File: config.mk
export PLATFORM = sky130hd
export DESIGN_NAME = max_priority_queue_top_flat
export DESIGN_NICKNAME = d
export VERILOG_FILES = /design/src/sv/mpq_pkg.sv /design/src/sv/mpq_intf.sv /design/src/sv/max_priority_queue_top.sv /design/src/flat_wrapper.sv
export SDC_FILE = /design/constraint.sdc
export NUM_CORES = 2
export LEC_CHECK = 0
export BUFFER_PORTS_ARGS = -buffer_cell sky130_fd_sc_hd__buf_2
export CORE_MARGIN = 2
export CORE_UTILIZATION = 63
export CTS_CLUSTER_DIAMETER = 120
export CTS_CLUSTER_SIZE = 24
export DETAILED_ROUTE_END_ITERATION = 8
export PLACE_DENSITY = 0.79
export RECOVER_POWER = 50
export SLEW_MARGIN = 10
export SYNTH_ARGS = -nofsm -noshare
export SYNTH_HDL_FRONTEND = slang
export SYNTH_SLANG_ARGS = --single-unit
File: constraint.sdc
create_clock -name clk_i -period 4.31 [get_ports clk_i]
set_input_delay 0.862 -clock clk_i [delete_from_list [all_inputs] [get_ports clk_i]]
set_output_delay 0.862 -clock clk_i [all_outputs]
set_load 0.01 [all_outputs]
File: src/sv/mpq_pkg.sv
// Package for the max-priority queue: status codes, operation codes and widths.
// Used by the channel interfaces and by max_priority_queue_top; depends on nothing.

package mpq_pkg;

  localparam int unsigned ValueW = 32;

  // Operation carried in the mode field of a request.
  localparam logic ModeInsert  = 1'b0;
  localparam logic ModeExtract = 1'b1;

  typedef enum logic [1:0] {
    StInserted  = 2'd0,
    StExtracted = 2'd1,
    StEmpty     = 2'd2,
    StFull      = 2'd3
  } mpq_status_e;

endpackage

File: src/sv/mpq_intf.sv
// Valid/ready channel interfaces of the max-priority queue: request and response.
// Depends on mpq_pkg for the value width.

interface mpq_req_if;
  logic                                 valid;
  logic                                 ready;
  logic                                 mode;
  logic signed [mpq_pkg::ValueW-1:0]    value;

  modport source (output valid, output mode, output value, input ready);
  modport sink (input valid, input mode, input value, output ready);
endinterface

interface mpq_rsp_if;
  logic                                 valid;
  logic                                 ready;
  logic [1:0]                           status;
  logic signed [mpq_pkg::ValueW-1:0]    max_value;

  modport source (output valid, output status, output max_value, input ready);
  modport sink (input valid, input status, input max_value, output ready);
endinterface

File: src/sv/max_priority_queue_top.sv
// Bounded max-priority queue of signed 32-bit values, top level.
// Depends on mpq_pkg and on the interfaces in mpq_intf.sv.
//
// Usage: a request transaction on req_i either inserts value (mode 0) or
// extracts the greatest stored value (mode 1). Every request yields exactly
// one response transaction on rsp_o with a status (inserted, extracted, empty
// on extract, full with the insert dropped) and max_value, which carries the
// extracted maximum and is zero for every other status.
// Latency: an insert, a full insert and an empty extract answer in the cycle after
// acceptance. An extract from a queue of N entries scans the store one entry a
// cycle through its single registered read port and one signed comparator, and
// answers from S_WRITE, where the last entry moves into the hole.
// Throughput: one request at a time; req_i.ready is high only while the
// sequencer is idle and the response register is empty, so a stalled receiver
// holds the response and blocks the next request until it is taken.
// Reset: rst_ni clears the entry count and the control state; the queue is
// empty at once and the store contents need no clearing.

module max_priority_queue_top #(
  parameter int unsigned CAPACITY = 64
) (
  input  logic        clk_i,
  input  logic        rst_ni,
  mpq_req_if.sink     req_i,
  mpq_rsp_if.source   rsp_o
);

  localparam int unsigned IdxW = (CAPACITY > 1) ? $clog2(CAPACITY) : 1;
  localparam int unsigned CntW = $clog2(CAPACITY + 1);
  localparam int unsigned VW   = mpq_pkg::ValueW;
  localparam logic [CntW-1:0] CapCnt  = CntW'(CAPACITY);
  localparam logic [CntW-1:0] OneCnt  = CntW'(1);
  localparam logic [CntW-1:0] ZeroCnt = '0;

  typedef enum logic [1:0] {
    S_IDLE,
    S_SCAN,
    S_WRITE
  } state_e;

  state_e                 state_q, state_d;
  logic [CntW-1:0]        count_q, count_d;
  logic [CntW-1:0]        rd_addr_q, rd_addr_d;
  logic [CntW-1:0]        data_idx_q, data_idx_d;
  logic                   data_vld_q, data_vld_d;
  logic signed [VW-1:0]   best_val_q, best_val_d;
  logic [IdxW-1:0]        best_idx_q, best_idx_d;
  logic                   best_vld_q, best_vld_d;
  logic [VW-1:0]          last_val_q, last_val_d;
  logic                   out_vld_q, out_vld_d;
  mpq_pkg::mpq_status_e   out_status_q, out_status_d;
  logic signed [VW-1:0]   out_max_q, out_max_d;

  logic [VW-1:0]          mem_q [CAPACITY];
  logic [VW-1:0]          rdata_q;
  logic                   wr_en;
  logic [IdxW-1:0]        wr_addr;
  logic [VW-1:0]          wr_data;
  logic                   req_accept;

  assign req_i.ready     = (state_q == S_IDLE) && !out_vld_q;
  assign req_accept      = req_i.valid && req_i.ready;
  assign rsp_o.valid     = out_vld_q;
  assign rsp_o.status    = out_status_q;
  assign rsp_o.max_value = out_max_q;

  always_comb begin
    state_d      = state_q;
    count_d      = count_q;
    rd_addr_d    = rd_addr_q;
    data_idx_d   = data_idx_q;
    data_vld_d   = 1'b0;
    best_val_d   = best_val_q;
    best_idx_d   = best_idx_q;
    best_vld_d   = best_vld_q;
    last_val_d   = last_val_q;
    out_vld_d    = out_vld_q;
    out_status_d = out_status_q;
    out_max_d    = out_max_q;
    wr_en        = 1'b0;
    wr_addr      = count_q[IdxW-1:0];
    wr_data      = req_i.value;

    if (out_vld_q && rsp_o.ready) begin
      out_vld_d = 1'b0;
    end

    case (state_q)
      S_IDLE: begin
        if (req_accept) begin
          out_max_d = '0;
          if (req_i.mode == mpq_pkg::ModeInsert) begin
            out_vld_d = 1'b1;
            if (count_q == CapCnt) begin
              out_status_d = mpq_pkg::StFull;
            end else begin
              wr_en        = 1'b1;
              count_d      = count_q + OneCnt;
              out_status_d = mpq_pkg::StInserted;
            end
          end else if (count_q == ZeroCnt) begin
            out_vld_d    = 1'b1;
            out_status_d = mpq_pkg::StEmpty;
          end else begin
            state_d    = S_SCAN;
            rd_addr_d  = ZeroCnt;
            best_vld_d = 1'b0;
          end
        end
      end
      S_SCAN: begin
        // Reads are issued in the cycle before their data is compared.
        if (rd_addr_q < count_q) begin
          rd_addr_d  = rd_addr_q + OneCnt;
          data_idx_d = rd_addr_q;
          data_vld_d = 1'b1;
        end
        if (data_vld_q) begin
          if (!best_vld_q || ($signed(rdata_q) > best_val_q)) begin
            best_val_d = $signed(rdata_q);
            best_idx_d = data_idx_q[IdxW-1:0];
            best_vld_d = 1'b1;
          end
          // The last entry moves into the hole left by the extracted maximum.
          if (data_idx_q == (count_q - OneCnt)) begin
            last_val_d = rdata_q;
            state_d    = S_WRITE;
          end
        end
      end
      S_WRITE: begin
        wr_en        = 1'b1;
        wr_addr      = best_idx_q;
        wr_data      = last_val_q;
        count_d      = count_q - OneCnt;
        out_vld_d    = 1'b1;
        out_status_d = mpq_pkg::StExtracted;
        out_max_d    = best_val_q;
        state_d      = S_IDLE;
      end
      default: begin
        state_d = S_IDLE;
      end
    endcase
  end

  always_ff @(posedge clk_i) begin
    if (wr_en) begin
      mem_q[wr_addr] <= wr_data;
    end
    rdata_q <= mem_q[rd_addr_q[IdxW-1:0]];
  end

  always_ff @(posedge clk_i or negedge rst_ni) begin
    if (!rst_ni) begin
      state_q      <= S_IDLE;
      count_q      <= '0;
      rd_addr_q    <= '0;
      data_vld_q   <= 1'b0;
      best_vld_q   <= 1'b0;
      out_vld_q    <= 1'b0;
      out_status_q <= mpq_pkg::StInserted;
    end else begin
      state_q      <= state_d;
      count_q      <= count_d;
      rd_addr_q    <= rd_addr_d;
      data_vld_q   <= data_vld_d;
      best_vld_q   <= best_vld_d;
      out_vld_q    <= out_vld_d;
      out_status_q <= out_status_d;
    end
  end

  always_ff @(posedge clk_i) begin
    data_idx_q <= data_idx_d;
    best_val_q <= best_val_d;
    best_idx_q <= best_idx_d;
    last_val_q <= last_val_d;
    out_max_q  <= out_max_d;
  end

  a_count_bound: assert property (@(posedge clk_i) disable iff (!rst_ni)
    count_q <= CapCnt)
    else $error("entry count exceeds capacity");

  a_accept_idle: assert property (@(posedge clk_i) disable iff (!rst_ni)
    req_accept |-> (state_q == S_IDLE) && !out_vld_q)
    else $error("request accepted while busy");

  a_zero_max: assert property (@(posedge clk_i) disable iff (!rst_ni)
    out_vld_q && (out_status_q != mpq_pkg::StExtracted) |-> out_max_q == '0)
    else $error("nonzero max_value on a response without extraction");

  a_scan_range: assert property (@(posedge clk_i) disable iff (!rst_ni)
    data_vld_q |-> (state_q == S_SCAN) && (data_idx_q < count_q))
    else $error("scan data index outside the stored entries");

  a_extract_dec: assert property (@(posedge clk_i) disable iff (!rst_ni)
    $rose(out_vld_q) && (out_status_q == mpq_pkg::StExtracted)
      |-> count_q == CntW'($past(count_q) - OneCnt))
    else $error("extraction did not remove exactly one entry");

endmodule

File: src/flat_wrapper.sv
// flat-port wrapper written by rule: the top's interface ports become plain ports
module max_priority_queue_top_flat 
#(
  parameter int unsigned CAPACITY = 64
)
  (clk_i, rst_ni, req_i_valid, req_i_mode, req_i_value, req_i_ready, rsp_o_valid, rsp_o_status, rsp_o_max_value, rsp_o_ready);
  mpq_req_if req_i_i ();
  mpq_rsp_if rsp_o_i ();
  input  logic clk_i;
  input  logic rst_ni;
  input wire logic [$bits(req_i_i.valid)-1:0] req_i_valid;
  input wire logic [$bits(req_i_i.mode)-1:0] req_i_mode;
  input wire logic [$bits(req_i_i.value)-1:0] req_i_value;
  output wire logic [$bits(req_i_i.ready)-1:0] req_i_ready;
  output wire logic [$bits(rsp_o_i.valid)-1:0] rsp_o_valid;
  output wire logic [$bits(rsp_o_i.status)-1:0] rsp_o_status;
  output wire logic [$bits(rsp_o_i.max_value)-1:0] rsp_o_max_value;
  input wire logic [$bits(rsp_o_i.ready)-1:0] rsp_o_ready;
  assign req_i_i.valid = req_i_valid;
  assign req_i_i.mode = req_i_mode;
  assign req_i_i.value = req_i_value;
  assign req_i_ready = req_i_i.ready;
  assign rsp_o_valid = rsp_o_i.valid;
  assign rsp_o_status = rsp_o_i.status;
  assign rsp_o_max_value = rsp_o_i.max_value;
  assign rsp_o_i.ready = rsp_o_ready;
  max_priority_queue_top #(.CAPACITY(CAPACITY)) u_core (.clk_i(clk_i), .rst_ni(rst_ni), .req_i(req_i_i), .rsp_o(rsp_o_i));
endmodule
==> results.toml <==
[status]
outcome = "complete, but fails checks"
violations = "max-capacitance violations, max-slew violations"

[cells_and_area]
nNetsFinal = 3885
area_growth_pct = 8.61
fill_cells = 7650
postLayoutCellArea_mm2 = 0.0916
layout_commonest_cell = "edfxtp_1"
final_cell_mix = "2157 x edfxtp_1, 640 x mux4_2, 132 x nand2_1, 107 x buf_4, 102 x clkbuf_16"
layout-drive-gt1-share_pct = 27.5

[grt]
grt_pass1_wl_um = 278000
grt_pass1_vias = 39000
grt_max_degree = 99
grt_overflow = 0
grt_usage_pct = 28.7
antenna_found_initial = 5

[clocking]
post_cts_buffers = 0
cts.clk_slew.worst_paths_ns = 0.11
cts_tree = "yes"
h-tree-depth = 3
clock_path_buffers = 3
root_buffer = "clkbuf_16"
cts_sinks = 2210
ctsResizeCount = 0
insertion_delay_ns = 0.78
cts_made_buffers = 102
postCtsHoldBufs = 0

[sta]
clock_skew_ns = 0.0401
max_slew_margin_pct = -36.0
post-route-min-period_ns = 3.86
timing.hold.ws_ns = 0.364
hold_viol_final = 0
setup_tns_ns = 0
worst-slew-pin-transition_ns = 2.04
rsz0062_at_grt = "no"
setup_viol = 0
maxSlewViolCount = 96
fmax_mhz = 259
fin_crit_sh_pct = 89.6

[power]
p_leak_nw = 28.1
netSwitchingFraction_pct = 29.7
seqPwrFrac_pct = 49.5
switching_power_mw = 15.1
total_power_mw = 51.0
p_comb_share_pct = 29.5
vdd_drop_max_mv = 0.461
powerDensity_mw_per_mm2 = 556
clkPwrFrac_pct = 21.0
intPower_mw = 35.9

[die]
die_area_mm2 = 0.137
rows = 134
start_util_pct = 63.4
pin_count = 73
die_w_um = 370
core_area_mm2 = 0.133
die_h_um = 370

[synth]
syn_area_mm2 = 0.0844
synth_top_family_by_area = "multiplexers"
synth_compound_area_share_pct = 1.14
async_flop_share_pct = 0.950
yosys_warnings = 0
ys_seq_area_share_pct = 78.2
yosys.area_share.simple_pct = 1.73
synth_mux_area_share_pct = 17.1
synth_cell_types = 54
yosys_most_used_dff = "edfxtp_1"
syn_area_per_cell_um2 = 23.4
syn_inst = 3609
synth-xor-area-share_pct = 0.166
ys_ff_latch = 2210
synth_edf_count = 2157
synth_fp_nets = 3688
synthAdderAreaFrac_pct = 0.623

[drt]
avgRoutedWirePerCell_um = 34.3
routed_via_density = 6.95
first_pass_iters = 6
drc_errors = 0
first_iter_violations = 5697
num_vias = 39100
antenna_left = 0
finalWirelength_um = 193000

[placement]
dp_hpwl_um = 119000
port_buffers = 72
placed_cell_area_mm2 = 0.0892
gp_congestion = 0.861

[worst_setup_path]
path_class = "reg2reg"
cp_max_fo = 32
crit_path_end_kind = "flip-flop"
rrSetupSlack_ns = 0.45
required_ns = 4.70
worst_ep_arrival_time_ns = 4.25
cp-start-kind = "flip-flop"

[run]
maxCapViolations = 3

[min_path]
hold_class = "in2async"
-- through the flow --
stage	cells	setup slack, ns	util, %
after global placement	5470	0.474	67.0
final	5625	0.447	68.8
after floorplan	3609	0.251	-
after detailed placement	5470	0.450	67.0
after CTS	5624	0.823	69.1
after global routing	5625	0.361	68.8
-- kinds of logic after synthesis --
group / Yosys count
flops: 2210
mux: 644
simple gates: 340
buf+inv: 222
compound gates: 135
fa+ha+maj: 42
xor+xnor: 16
-- registers in the layout, indices dropped and copies added, names as in the netlist --
register / count
u_core.data_idx_q: 7
u_core.rsp_o.valid: 1
u_core.state_q: 2
u_core.rd_addr_q: 7
u_core.data_vld_q: 1
u_core.rsp_o.max_value: 32
u_core.mem_q: 2048
u_core.best_vld_q: 1
u_core.best_val_q: 32
u_core.count_q: 7
u_core.rsp_o.status: 2
u_core.last_val_q: 32
u_core.best_idx_q: 6
u_core.rdata_q: 32
-- cell type report --
cell class | instances | area, um2 | share of cell area [%]
inverters | 46 | 173 | 0.188
diodes | 1 | 2.50 | 0.00273
well taps | 1768 | 2210 | 2.41
clock buffers | 146 | 2720 | 2.97
clock inverters | 8 | 129 | 0.141
flip-flops and latches | 2210 | 65900 | 72.0
repair buffers | 269 | 2420 | 2.64
multi-input cells | 1177 | 18000 | 19.7
-- synth_stat cells (all sizes together) (4+ instances only) --
cell type | instances | area share, %
nand4 | 8 | 0.059
inv | 46 | 0.20
o21ai | 13 | 0.077
edfxtp | 2157 | 77
nand2b | 9 | 0.067
dfxtp | 32 | 0.76
and2 | 4 | 0.030
buf | 74 | 0.40
a31oi | 7 | 0.052
nand2 | 158 | 0.70
a22oi | 64 | 0.57
mux4 | 640 | 17
a21oi | 15 | 0.089
a221oi | 4 | 0.042
nor2 | 113 | 0.53
and4 | 6 | 0.062
clkbuf | 102 | 0.45
nor3 | 11 | 0.065
a21o | 8 | 0.071
nand3 | 16 | 0.095
dfrtp | 21 | 0.62
ha | 42 | 0.62
xnor2 | 14 | 0.15
-- worst max-delay path, cell delays in order (launching register included) --
cell      delay, ns
dfrtp_1        0.47
or4b_1         0.60
a311o_1        0.43
nand2_1        0.27
clkbuf_1       0.36
nand3_1        0.12
clkbuf_2       0.25
nor2_4         0.12
clkbuf_2       0.82
-- power by group through the flow --
| stage | clock (mW) | sequential [mW] | combinational [mW] |
|---|---|---|---|
| after global placement | 0 | 25.6 | 14.6 |
| after floorplan | 0 | 25.2 | 10.2 |
| after CTS | 10.8 | 25.2 | 15.1 |
| after detailed placement | 0 | 25.7 | 15.0 |
| after global routing | 11.4 | 25.3 | 15.8 |
| final | 10.7 | 25.2 | 15.1 |
-- metal layers --
layer / global-route usage, % / routed length, um
met1: 40.5 / 70100
met2: 47.9 / 98500
met3: 5.12 / 19300
met4: 6.84 / 4940
met5: 0 / 27
-- path summary, 6_finish.rpt --
kind / from / to / cells after the start
worst max-delay path: u_core.state_q[1]$_DFFE_PN0P_ / u_core.mem_q[28][11]$_DFFE_PP_ / 8
min in group clk_i: req_i_valid / u_core.best_vld_q$_DFFE_PN0P_ / 3
worst min-delay path: rst_ni / u_core.count_q[1]$_DFFE_PN0P_ / 1
worst min register to register: u_core.data_idx_q[3]$_DFFE_PP_ / u_core.best_idx_q[3]$_DFFE_PP_ / 0
worst max register to register: u_core.state_q[1]$_DFFE_PN0P_ / u_core.mem_q[28][11]$_DFFE_PP_ / 8
max in group asynchronous: rst_ni / u_core.rd_addr_q[0]$_DFFE_PN0P_ / 1
(Power assumes the default switching activity.)
